File: src/design/mgmt_frame_probe_dedup_parser_assert.svh
// Assertion shorthands used by the parser top-level design file.
`ifndef MGMT_FRAME_PROBE_DEDUP_PARSER_ASSERT_SVH
`define MGMT_FRAME_PROBE_DEDUP_PARSER_ASSERT_SVH

// Same-cycle implication, checked outside reset.
`define MFPD_ASSERT_NOW(label, ante, cons, msg) \
  label: assert property (@(posedge clk) disable iff (rst) (ante) |-> (cons)) \
    else $error(msg);

// Next-cycle implication, checked outside reset.
`define MFPD_ASSERT_NEXT(label, ante, cons, msg) \
  label: assert property (@(posedge clk) disable iff (rst) (ante) |=> (cons)) \
    else $error(msg);

`endif

File: src/design/mfpd_pkg.sv
package mfpd_pkg;

  localparam int MAC_SLOTS  = 10;
  localparam int SSID_STORE = 24;
  localparam int SSID_MAX   = SSID_STORE - 1;
  localparam int SSID_AW    = (SSID_MAX > 1) ? $clog2(SSID_MAX) : 1;
  localparam int SSID_CW    = $clog2(SSID_MAX + 1);

  localparam int MAC_W = 48;
  localparam int POS_W = 6;

  localparam logic [POS_W-1:0] POS_LIMIT     = 6'd63;
  localparam logic [POS_W-1:0] MAC_LEN       = 6'd6;
  localparam logic [POS_W-1:0] PROBE_MAC_OFF = 6'd10;
  localparam logic [POS_W-1:0] PROBE_EL_OFF  = 6'd24;
  localparam logic [POS_W-1:0] OTHER_MAC_OFF = 6'd16;
  localparam logic [POS_W-1:0] OTHER_EL_OFF  = 6'd36;

  localparam logic [3:0] SUB_PROBE_REQ  = 4'h4;
  localparam logic [3:0] SUB_PROBE_RESP = 4'h5;
  localparam logic [3:0] SUB_BEACON     = 4'h8;

  localparam logic [1:0] KIND_PROBE_REQ  = 2'd0;
  localparam logic [1:0] KIND_PROBE_RESP = 2'd1;
  localparam logic [1:0] KIND_BEACON     = 2'd2;
  localparam logic [1:0] KIND_OTHER      = 2'd3;

  typedef enum logic [1:0] {
    S_IDLE,
    S_SEARCH,
    S_FETCH,
    S_EMIT
  } state_t;

  // Search token walking the chain of stored sources.
  typedef struct packed {
    logic             valid;
    logic             hit;
    logic [MAC_W-1:0] mac;
  } probe_t;

  // Summary of a finished frame.
  typedef struct packed {
    logic               ok;
    logic [1:0]         kind;
    logic [3:0]         channel;
    logic [7:0]         rssi;
    logic [MAC_W-1:0]   mac;
    logic [SSID_CW-1:0] len;
  } snap_t;

endpackage

File: src/design/mgmt_frame_probe_dedup_parser.sv
// Parses 802.11 frames arriving one byte per request on the slave side (tlast on
// the final byte, management flag in tuser, channel and RSSI taken with the first
// byte) and reports each new management source with its SSID, one result per SSID
// byte or a single result for an empty SSID. Frame bytes are taken at one per
// cycle. After the final byte the input stalls while the frame summary is frozen,
// then, for a management frame that reached its source address, while the search
// token walks the chain of 10 recent-source cells, then for each result an SSID
// store read followed by the output, plus any m_tready stall. Non-management or
// short frames stall the input only while the summary is frozen; duplicates also
// during the search. The recent-source chain resets to all zero, so an all-zero
// source counts as seen until ten new sources have pushed the zeros out.
`include "mgmt_frame_probe_dedup_parser_assert.svh"

module mgmt_frame_probe_dedup_parser import mfpd_pkg::*; (
  input  logic        clk,
  input  logic        rst,
  input  logic        s_tvalid,
  output logic        s_tready,
  input  logic [23:0] s_tdata,  // frame_byte[7:0], rx_channel[11:8], rx_rssi[19:12], zero
  input  logic        s_tlast,  // frame_end
  input  logic        s_tuser,  // is_mgmt
  output logic        m_tvalid,
  input  logic        m_tready,
  output logic [79:0] m_tdata,  // frame_kind[1:0], out_channel[5:2], out_rssi[13:6],
                                // source_mac[61:14], ssid_length[66:62],
                                // ssid_index[71:67], ssid_char[79:72]
  output logic        m_tlast   // last_result
);

  state_t             state;
  state_t             state_next;
  logic [SSID_AW-1:0] k;
  logic [SSID_AW-1:0] k_next;
  logic               inject;
  logic               shift;
  logic               last;
  logic               accept;
  logic               done;
  snap_t              snap;
  logic [7:0]         rd_data;

  logic [MAC_W-1:0]   entries [MAC_SLOTS+1];
  probe_t             chain_p [MAC_SLOTS+1];

  assign accept = s_tvalid && s_tready;

  mfpd_parser u_parser (
    .clk        (clk),
    .rst        (rst),
    .accept     (accept),
    .frame_byte (s_tdata[7:0]),
    .frame_end  (s_tlast),
    .is_mgmt    (s_tuser),
    .rx_channel (s_tdata[11:8]),
    .rx_rssi    (s_tdata[19:12]),
    .rd_addr    (k),
    .rd_data    (rd_data),
    .snap       (snap),
    .done       (done)
  );

  // New sources enter at the head; the oldest drops off the tail.
  assign entries[0]     = snap.mac;
  assign chain_p[0]     = '{valid: inject, hit: 1'b0, mac: snap.mac};

  for (genvar i = 0; i < MAC_SLOTS; i++) begin : g_cell
    mfpd_cell u_cell (
      .clk       (clk),
      .rst       (rst),
      .shift     (shift),
      .entry_in  (entries[i]),
      .entry_out (entries[i+1]),
      .probe_in  (chain_p[i]),
      .probe_out (chain_p[i+1])
    );
  end

  always_ff @(posedge clk) begin
    if (rst) begin
      state <= S_IDLE;
      k     <= '0;
    end else begin
      state <= state_next;
      k     <= k_next;
    end
  end

  always_comb begin
    state_next = state;
    k_next     = k;
    inject     = 1'b0;
    shift      = 1'b0;
    m_tvalid   = 1'b0;
    s_tready   = 1'b0;
    last       = (snap.len == '0) || (SSID_CW'(k) + SSID_CW'(1) == snap.len);
    unique case (state)
      S_IDLE: begin
        s_tready = !done;
        k_next   = '0;
        if (done && snap.ok) begin
          inject     = 1'b1;
          state_next = S_SEARCH;
        end
      end
      S_SEARCH: begin
        if (chain_p[MAC_SLOTS].valid) begin
          if (chain_p[MAC_SLOTS].hit) begin
            state_next = S_IDLE;
          end else begin
            shift      = 1'b1;
            state_next = S_FETCH;
          end
        end
      end
      S_FETCH: begin
        state_next = S_EMIT;
      end
      S_EMIT: begin
        m_tvalid = 1'b1;
        if (m_tready) begin
          if (last) begin
            state_next = S_IDLE;
          end else begin
            k_next     = k + SSID_AW'(1);
            state_next = S_FETCH;
          end
        end
      end
      default: begin
        state_next = S_IDLE;
      end
    endcase
  end

  always_comb begin
    m_tdata[1:0]   = snap.kind;
    m_tdata[5:2]   = snap.channel;
    m_tdata[13:6]  = snap.rssi;
    m_tdata[61:14] = snap.mac;
    m_tdata[66:62] = 5'(snap.len);
    m_tdata[71:67] = (snap.len == '0) ? 5'd0 : 5'(k);
    m_tdata[79:72] = (snap.len == '0) ? 8'd0 : rd_data;
    m_tlast        = last;
  end

  `MFPD_ASSERT_NOW(a_store_only_new, shift, chain_p[MAC_SLOTS].valid && !chain_p[MAC_SLOTS].hit, "source stored without a clean search")
  `MFPD_ASSERT_NOW(a_token_in_search, chain_p[MAC_SLOTS].valid, state == S_SEARCH, "search token left the chain outside a search")
  `MFPD_ASSERT_NOW(a_index_in_range, m_tvalid && snap.len != '0, SSID_CW'(k) < snap.len, "SSID index beyond reported length")
  `MFPD_ASSERT_NEXT(a_last_frees_input, m_tvalid && m_tready && m_tlast, s_tready, "input not released after final result")

endmodule

File: src/design/mfpd_cell.sv
module mfpd_cell import mfpd_pkg::*; (
  input  logic             clk,
  input  logic             rst,
  input  logic             shift,
  input  logic [MAC_W-1:0] entry_in,
  output logic [MAC_W-1:0] entry_out,
  input  probe_t           probe_in,
  output probe_t           probe_out
);

  always_ff @(posedge clk) begin
    if (rst) begin
      entry_out <= '0;
    end else if (shift) begin
      entry_out <= entry_in;
    end
  end

  // Pass the token on, marking a hit against this slot.
  always_ff @(posedge clk) begin
    if (rst) begin
      probe_out.valid <= 1'b0;
    end else begin
      probe_out.valid <= probe_in.valid;
    end
    probe_out.mac <= probe_in.mac;
    probe_out.hit <= probe_in.hit | (probe_in.valid && (entry_out == probe_in.mac));
  end

endmodule

File: src/design/mfpd_parser.sv
module mfpd_parser import mfpd_pkg::*; (
  input  logic               clk,
  input  logic               rst,
  input  logic               accept,
  input  logic [7:0]         frame_byte,
  input  logic               frame_end,
  input  logic               is_mgmt,
  input  logic [3:0]         rx_channel,
  input  logic [7:0]         rx_rssi,
  input  logic [SSID_AW-1:0] rd_addr,
  output logic [7:0]         rd_data,
  output snap_t              snap,
  output logic               done
);

  logic [POS_W-1:0]   byte_position;
  logic [3:0]         subtype_code;
  logic [MAC_W-1:0]   mac_assembly;
  logic [8:0]         element_header;
  logic [SSID_CW-1:0] ssid_received;
  logic [12:0]        frame_meta;

  logic [7:0]         ssid_mem [SSID_MAX];

  logic               first;
  logic [3:0]         sub_eff;
  logic [12:0]        meta_eff;
  logic [POS_W-1:0]   mac_off;
  logic [POS_W-1:0]   el_off;
  logic [POS_W-1:0]   ssid_pos;
  logic               ssid_wr;
  logic [MAC_W-1:0]   mac_next;
  logic [8:0]         header_next;
  logic [SSID_CW-1:0] received_next;
  logic [POS_W-1:0]   position_next;
  logic [7:0]         hdr_len;
  logic [SSID_CW-1:0] len;
  logic [1:0]         kind;

  always_comb begin
    first    = (byte_position == '0);
    sub_eff  = first ? frame_byte[7:4] : subtype_code;
    meta_eff = first ? {is_mgmt, rx_channel, rx_rssi} : frame_meta;
    if (sub_eff == SUB_PROBE_REQ) begin
      mac_off = PROBE_MAC_OFF;
      el_off  = PROBE_EL_OFF;
    end else begin
      mac_off = OTHER_MAC_OFF;
      el_off  = OTHER_EL_OFF;
    end

    if (byte_position >= mac_off && byte_position < mac_off + MAC_LEN) begin
      mac_next = {mac_assembly[MAC_W-9:0], frame_byte};
    end else begin
      mac_next = mac_assembly;
    end

    priority if (byte_position == el_off && frame_byte == 8'd0) begin
      header_next = 9'h100;
    end else if (byte_position == el_off + POS_W'(1)) begin
      header_next = {element_header[8], frame_byte};
    end else begin
      header_next = element_header;
    end

    // Take SSID bytes in order only, up to the element length and the store size.
    ssid_pos = byte_position - (el_off + POS_W'(2));
    ssid_wr  = (byte_position >= el_off + POS_W'(2)) && element_header[8]
               && ({2'b00, ssid_pos} < element_header[7:0])
               && (ssid_pos < POS_W'(SSID_MAX))
               && (ssid_pos == POS_W'(ssid_received));
    received_next = ssid_wr ? SSID_CW'(ssid_pos + POS_W'(1)) : ssid_received;

    position_next = (byte_position == POS_LIMIT) ? byte_position
                                                 : byte_position + POS_W'(1);

    hdr_len = header_next[8] ? header_next[7:0] : 8'd0;
    len     = (hdr_len < 8'(received_next)) ? SSID_CW'(hdr_len) : received_next;

    unique case (sub_eff)
      SUB_PROBE_REQ:  kind = KIND_PROBE_REQ;
      SUB_PROBE_RESP: kind = KIND_PROBE_RESP;
      SUB_BEACON:     kind = KIND_BEACON;
      default:        kind = KIND_OTHER;
    endcase
  end

  always_ff @(posedge clk) begin
    if (rst) begin
      byte_position  <= '0;
      subtype_code   <= '0;
      mac_assembly   <= '0;
      element_header <= '0;
      ssid_received  <= '0;
      frame_meta     <= '0;
      done           <= 1'b0;
    end else begin
      done <= accept && frame_end;
      if (accept && frame_end) begin
        byte_position  <= '0;
        subtype_code   <= '0;
        mac_assembly   <= '0;
        element_header <= '0;
        ssid_received  <= '0;
        frame_meta     <= '0;
      end else if (accept) begin
        byte_position  <= position_next;
        subtype_code   <= sub_eff;
        mac_assembly   <= mac_next;
        element_header <= header_next;
        ssid_received  <= received_next;
        frame_meta     <= meta_eff;
      end
    end
  end

  // Freeze the frame summary on its final byte.
  always_ff @(posedge clk) begin
    if (accept && frame_end) begin
      snap.ok      <= meta_eff[12] && (byte_position >= mac_off + POS_W'(5));
      snap.kind    <= kind;
      snap.channel <= meta_eff[11:8];
      snap.rssi    <= meta_eff[7:0];
      snap.mac     <= mac_next;
      snap.len     <= len;
    end
  end

  always_ff @(posedge clk) begin
    if (accept && ssid_wr) begin
      ssid_mem[ssid_pos[SSID_AW-1:0]] <= frame_byte;
    end
    rd_data <= ssid_mem[rd_addr];
  end

endmodule
File: config.mk
export PLATFORM = sky130hd
export DESIGN_NAME = mgmt_frame_probe_dedup_parser
export DESIGN_NICKNAME = d
export VERILOG_FILES = /design/src/design/mfpd_pkg.sv /design/src/design/mgmt_frame_probe_dedup_parser.sv /design/src/design/mfpd_cell.sv /design/src/design/mfpd_parser.sv
export VERILOG_INCLUDE_DIRS = /design/src /design/src/design
export SDC_FILE = /design/constraint.sdc
export NUM_CORES = 2
export LEC_CHECK = 0
export ABC_AREA = 1
export BUFFER_PORTS_ARGS = -buffer_cell sky130_fd_sc_hd__buf_2
export CAP_MARGIN = 30
export CORE_MARGIN = 2
export CORE_UTILIZATION = 35
export CTS_CLUSTER_DIAMETER = 150
export DETAILED_ROUTE_END_ITERATION = 16
export GPL_TIMING_DRIVEN = 0
export SLEW_MARGIN = 10
export SYNTH_ARGS = -nofsm -noshare
export SYNTH_HDL_FRONTEND = slang
export SYNTH_HIERARCHICAL = 1
export SYNTH_SLANG_ARGS = --single-unit
File: constraint.sdc
create_clock -name clk -period 5.8 [get_ports clk]
set_clock_uncertainty 0.05 [all_clocks]
set_input_delay 0.87 -clock clk [delete_from_list [all_inputs] [get_ports clk]]
set_output_delay 0.87 -clock clk [all_outputs]
set_load 0.02 [all_outputs]
# Word-level counts from Yosys, hierarchy flattened
# Memories as Yosys holds them, arrays and structs flattened. A register that Yosys moved wholly into a read port is not among the register bits.
# Cells that the tools add are included.
[word_totals] n_memories=1 ram_bits=184 elab_cells=168 register_bits=1093 in_bits=30 output_inout_bits=83
[memory_table] memory="u_parser.ssid_mem" words=23 width=8 rd=1 rd_clocked_by_memory_dff=1 wr=1 line_no="mfpd_parser.sv:23" source="logic [7:0] ssid_mem [SSID_MAX];"
[classes] n_eq_ne=25 bitwise=10 order_cmp=7 n_addsub=8 mux=31 reduce_logical=32
[op_table] cell="$eq 48x48->1" count=10
[op_table] cell="$mux 48" count=1
[op_table] cell="$mux 5" count=6
[op_table] cell="$mux 8" count=3
[op_table] cell="$logic_and 1x1->1" count=21
[op_table] cell="$mux 13" count=1
[op_table] cell="$add 5x3->6 const B" count=2
[op_table] cell="$add 6x1->6 const B" count=2
[op_table] cell="$eq 6x6->1" count=2
[op_table] cell="$ge 6x6->1" count=2
[op_table] cell="$add 5x1->5 const B" count=2
[op_table] cell="$mux 2" count=5
[op_table] cell="$pmux 5 s2" count=1
[op_table] cell="$mux 1" count=9
[op_table] cell="$mux 9" count=1
[op_table] cell="$or 1x1->1" count=9
[op_table] cell="$eq 4x3->1 const B" count=2
[op_table] cell="$logic_not 8->1" count=1
[op_table] cell="$lt 6x8->1" count=1
[op_table] cell="$lt 8x5->1" count=1
[op_table] cell="$pmux 2 s4" count=1
[op_table] cell="$add 6x2->6 const B" count=1
[op_table] cell="$eq 6x5->1" count=1
[op_table] cell="$eq 6x6->1 const B" count=1
[op_table] cell="other kinds (23)" count=27

# Depth between registers and ports, before layout
[depth] ltp_word=13 depth_mapped=38 ltp_nobuf=36

# Modules after synthesis
# Netlist, hierarchy kept.
[modules_own_cells] module="mfpd_cell" area_per_inst_um2=3564.7 cells_per_inst=465 n_inst=10 seq_area_each_um2=1961.9
[modules_own_cells] module="mfpd_parser" area_per_inst_um2=14642.8 cells_per_inst=1426 n_inst=1 seq_area_each_um2=9449.1
[modules_own_cells] module="mgmt_frame_probe_dedup_parser" area_per_inst_um2=669.4 cells_per_inst=119 n_inst=1 seq_area_each_um2=140.1

# Worst setup path before layout
# Ideal clock, no wire load.
[synth_timing] kind="register to register" start="register u_parser.byte_position[0]" end="register, netlist name u_parser/snap[1]" slack_ns=0.500 n_path_buf=2 path_stages_with_launch=36 period_less_slack_ns=5.300 arrival_ns=4.997 setup_ns=0.252 required_ns=5.498 cell_sequence="dfxtp_1 -> buf_2 -> inv_1 -> ha_1 -> nand4_1 -> o21ai_0 -> nand2_1 -> inv_1 -> nand2_1 -> nor2_1 -> inv_1 -> ha_1 -> buf_6 -> nand2_2 -> nand3_1 -> nand2_1 -> nand2_1 -> nand2_1 -> inv_1 -> ha_1 -> a21oi_1 -> nand3b_1 -> a21boi_1 -> nor4b_2 -> nand2_2 -> o21ai_0 -> inv_1 -> ha_1 -> nand2_1 -> nand2_1 -> nand2_1 -> nand2_2 -> nand2_4 -> nand2_2 -> nand2_1 -> nand2_1"
[synth_via] elab_chain_cells=13 elab_cells_between_ends=25 cone_classes="add/sub (4); order compare (4); eq/ne (4); mux (7); reduce/logical (6)"
[synth_rtl] item="start, declared" line_no="mfpd_parser.sv:16" source="logic [POS_W-1:0] byte_position;"
[synth_rtl] item="start signal, assigned" line_no="mfpd_parser.sv:107" source="byte_position <= position_next;"
[synth_rtl] item="$logic_not 6->1" line_no="mfpd_parser.sv:41" source="first = (byte_position == '0);"
[synth_rtl] item="$mux 4" line_no="mfpd_parser.sv:42" source="sub_eff = first ? frame_byte[7:4] : subtype_code;"
[synth_rtl] item="$eq 4x3->1" line_no="mfpd_parser.sv:44" source="if (sub_eff == SUB_PROBE_REQ) begin"
[synth_rtl] item="$mux 6" line_no="mfpd_parser.sv:44"
[synth_rtl] item="$add 6x2->6" line_no="mfpd_parser.sv:67, mfpd_parser.sv:68"
[synth_rtl] item="$sub 6x6->6 / $ge 6x6->1 (equally long branches)" line_no="mfpd_parser.sv:67, mfpd_parser.sv:68"
[synth_rtl] item="$lt 6x8->1 / $logic_and 1x1->1 (equally long branches)" line_no="mfpd_parser.sv:69, mfpd_parser.sv:68"
[synth_rtl] item="$logic_and 1x1->1" line_no="mfpd_parser.sv:69" source="&& ({2'b00, ssid_pos} < element_header[7:0])"
[synth_rtl] item="$logic_and 1x1->1" line_no="mfpd_parser.sv:70" source="&& (ssid_pos < POS_W'(SSID_MAX))"
[synth_rtl] item="$logic_and 1x1->1" line_no="mfpd_parser.sv:71" source="&& (ssid_pos == POS_W'(ssid_received));"
[synth_rtl] item="$mux 5" line_no="mfpd_parser.sv:72" source="received_next = ssid_wr ? SSID_CW'(ssid_pos + POS_W'(1)) : ssid_received;"
[synth_rtl] item="$lt 8x5->1" line_no="mfpd_parser.sv:78" source="len = (hdr_len < 8'(received_next)) ? SSID_CW'(hdr_len) : received_next;"
[synth_rtl] item="$mux 5 (*)" line_no="mfpd_parser.sv:78"
[synth_rtl] item="via u_parser.len[1]" line_no="mfpd_parser.sv:37" source="logic [SSID_CW-1:0] len;"
# The timed path passes the listed nets; every way through them passes the cells marked *.
# A chain may end at the register's enable or synchronous reset.

# Final worst setup path
[layout_timing] start="register u_parser.byte_position[0]" end="memory u_parser.ssid_mem[9][0], enable pin"
[layout_via] elab_chain_cells=13 elab_cells_between_ends=17 cone_classes="add/sub (2); order compare (3); eq/ne (2); mux (4); reduce/logical (6)"
[layout_rtl] item="$logic_not 6->1" line_no="mfpd_parser.sv:41"
[layout_rtl] item="$mux 4" line_no="mfpd_parser.sv:42"
[layout_rtl] item="$eq 4x3->1" line_no="mfpd_parser.sv:44"
[layout_rtl] item="$mux 6" line_no="mfpd_parser.sv:44"
[layout_rtl] item="$add 6x2->6" line_no="mfpd_parser.sv:67, mfpd_parser.sv:68"
[layout_rtl] item="$sub 6x6->6 / $ge 6x6->1 (equally long branches)" line_no="mfpd_parser.sv:67, mfpd_parser.sv:68"
[layout_rtl] item="$lt 6x8->1 / $logic_and 1x1->1 (equally long branches)" line_no="mfpd_parser.sv:69, mfpd_parser.sv:68"
[layout_rtl] item="$logic_and 1x1->1" line_no="mfpd_parser.sv:69"
[layout_rtl] item="$logic_and 1x1->1" line_no="mfpd_parser.sv:70"
[layout_rtl] item="$logic_and 1x1->1" line_no="mfpd_parser.sv:71"
[layout_rtl] item="$logic_and 1x1->1" line_no="mfpd_parser.sv:130" source="if (accept && ssid_wr) begin"
[layout_rtl] item="$mux 1" line_no="mfpd_parser.sv:130"
[layout_rtl] item="$mux 1 (implied by the code)" line_no="mfpd_parser.sv:131" source="ssid_mem[ssid_pos[SSID_AW-1:0]] <= frame_byte;"
[layout_rtl] item="end, declared" line_no="mfpd_parser.sv:23"
# Several ways; a longest one is shown, not always the timed one.

==> qor.txt <==
Status - finished, final reports clean
Post-Layout Cell Count - 8,402
Startpoint types - flip-flop
Number of fill cells in the layout - 14,389
Comb power frac - 4.5%
P_leak - 24.7 nW
Hold Vio Cnt, Final - 0
Synth Instances - 6,147
Drt pass-1 iters - 5
Gr busiest metal - met2
Total CTS buffers - 137
Vias in the first global route - 36,330
DIE AREA - 146,000 µm²
First-pass GRT wire length - 211,000 µm
Multi-input gate area - 17,300 µm²
# placed instances - 8,148
Met2 GRT Util - 30.4%
Required time of the worst setup path - 6130 ps
Area of the mapped netlist - 50,000 µm²
Pwr/cell area - 331 nW/µm²
Antenna violations before repair - 1
Ys Warns - 6
Switch share - 23.3%
Unrepaired setup endpoints after global routing - false
Area Overhead vs Synth - 15.2%
Final HPWL DP - 103,000 µm
Met3 Usage GRT - 2.77%
Hold Crit Depth - 0
Placed Area - 53,000 µm²
Met1 Resource Use GR - 24.0%
Relative max-transition margin - 41.5%
Design Area, Final - 57,600 µm²
Switching power - 4.43 mW
Max Slew Vio Count - 0
Hold Path Origin - g_cell[5].u_cell/probe_out[27]
Total power - 19.0 mW
Skew-Pair Late Insertion Delay - 770 ps
Reg2Reg Setup Slack - 410 ps
Clock root buffer master - clkbuf_16
Worst hold-check path type - flip-flop to flip-flop
Place WS - -986 ps
Clock transition at path regs - 60 ps
Critical path type - flip-flop to flip-flop
Overflow after GRT - 0
Critical R2R Launch - u_parser/byte_position[0]
VDD IR max - 0.273 mV
DRT Wirelength - 138,000 µm
Core area - 142,000 µm²
Int Pwr - 14.6 mW
Die height - 382 µm
Drt first-iter violations - 2,887
DRC errors left - 0
Setup ws final - 411 ps
R2R Path End - u_parser/ssid_mem[9][0]
Avg WL per Cell - 16.4 µm
Share of power burned in registers - 50.2%
Clock sink count - 1,285
Clock Tree Buf Depth - 3
Worst r2r path cells - 30
Final period util - 92.9%
I/O pins - 113
Post-synth net total - 6,202
Gr usage total - 18.6%
DR vias/cell - 4.56
Max-cap violations - 0
Final Setup Violations - 0
GP Congestion - 0.893
Register area - 28,200 µm²
Initial Util - 35.3%
H-tree depth - 4
Minimum clock period - 5390 ps
Actual slew at the worst max-slew pin - 877 ps
Num rows - 138
Via Count - 38,325
Die W - 382 µm
PortBufs - 108
Layout cells sized above 1 - 8.26%
Net count, final - 6,456
Pin count of the biggest net entering global routing - 63
CTS hold repair buffers - 0
Worst hold margin - 302 ps
CP Capture Type - flip-flop
CP Data Arrival Time - 5720 ps
Max Clk Rate - 0.186 GHz
Clock power share - 45.3%
Slowest CP cell - nor2_1
Most frequent CP cell - nand2_1
Avg Cell Area, Syn - 8.13 µm²
Worst min-delay path endpoint - g_cell[6].u_cell/probe_out[27]
CTS tree - yes
Crit path max fanout - 10
Post-route ant nets - 0
Worst path max stage delay - 640 ps
## cells in the final DEF, fill, tap and decap left out, drive strengths merged
| cell | count |
|---|---|
| nor4b | 1 |
| edfxtp | 252 |
| nand4 | 22 |
| o221ai | 28 |
| o22ai | 4 |
| diode | 2 |
| xor2 | 21 |
| mux2i | 1 |
| o21ai | 273 |
| dfxtp | 1033 |
| nand2 | 1713 |
| a211oi | 292 |
| a21boi | 1 |
| nor3 | 21 |
| a221oi | 1 |
| a21oi | 282 |
| nand3 | 57 |
| nand3b | 2 |
| bufinv | 2 |
| clkbuf | 297 |
| nor2 | 873 |
| xnor2 | 70 |
| conb | 1 |
| a32oi | 7 |
| and3 | 1 |
| a221o | 1 |
| a31oi | 9 |
| or2 | 20 |
| nor4 | 1 |
| o211ai | 12 |
| clkinv | 25 |
| fa | 1 |
| clkinvlp | 1 |
| and2 | 1 |
| buf | 256 |
| inv | 904 |
| ha | 24 |
## power groups by stage
stage | clock network [mW] | registers (mW) | logic (mW)
2_1_floorplan | 0 | 9.70 | 0.514
3_3_place_gp | 0 | 9.75 | 0.822
3_5_place_dp | 0 | 9.76 | 0.835
4_1_cts | 8.81 | 9.56 | 0.847
5_1_grt | 9.17 | 9.59 | 0.955
6_report | 8.62 | 9.56 | 0.858
## state kept, by name (all words and copies together) (netlist names)
| register | cells |
|---|---|
| g_cell.u_cell/entry_out | 480 |
| g_cell.u_cell/probe_out | 452 |
| u_parser/ssid_mem | 184 |
| u_parser/snap | 68 |
| u_parser/mac_assembly | 48 |
| u_parser/frame_meta | 13 |
| u_parser/element_header | 9 |
| u_parser/rd_data | 8 |
| u_parser/byte_position | 6 |
| k | 5 |
| u_parser/ssid_received | 5 |
| u_parser/subtype_code | 4 |
| state | 2 |
| u_parser/done | 1 |
## routing by layer
layer | vias to the layer above | routed length (µm)
met4 | 0 | 6460
met3 | 286 | 6300
met1 | 17242 | 61600
li1 | 19813 | -
met2 | 984 | 63600
met5 | - | 0
## worst max-delay path by stage
| stage | startpoint | to | slack [ps] | cells after the start |
|---|---|---|---|---|
| CTS | u_parser/byte_position[0] | u_parser/ssid_mem[8][5] | -0.2 | 28 |
| global placement | s_tdata[6] | u_parser/snap[1] | -870 | 33 |
| finish | u_parser/byte_position[0] | u_parser/ssid_mem[9][0] | 410 | 30 |
| global route | u_parser/byte_position[0] | u_parser/snap[0] | 20 | 38 |
| detailed placement | s_tdata[6] | u_parser/snap[1] | -990 | 33 |
| floorplan | u_parser/byte_position[0] | u_parser/snap[1] | 500 | 35 |
## critical path, delay by kind of cell, from the launching register on
family          cells  cell delay [ps]
compound gates      3              440
fa+ha+maj           3              760
buf+inv             8              960
flops               1              330
simple gates       16             2450
## through the flow
step | utilization [%] | setup TNS [ps]
floorplan | - | 0
global placement | 37.4 | -124990
detailed placement | 37.4 | -143920
CTS | 40.6 | -0.363
global route | 40.7 | 0
finish | 40.7 | 0
## layout make-up
class	count	area share (%)
Clock buffer	210	7.10
Buffer	228	2.12
Timing Repair Buffer	115	1.10
Clock inverter	38	0.643
Tap cell	1890	4.11
Multi-Input combinational cell	3740	30.0
Sequential cell	1285	49.1
Inverter	894	5.84
Antenna cell	2	0.00869
## timing repair
action | in CTS | in global routing
endpoints found under the setup margin | 189 | 189
setup buffers | 2 | 2
cloned | 0 | 0
gates resized for setup | 19 | 16
pin swaps | 1 | 3
Note: power is estimated with default switching activity, not from simulation.
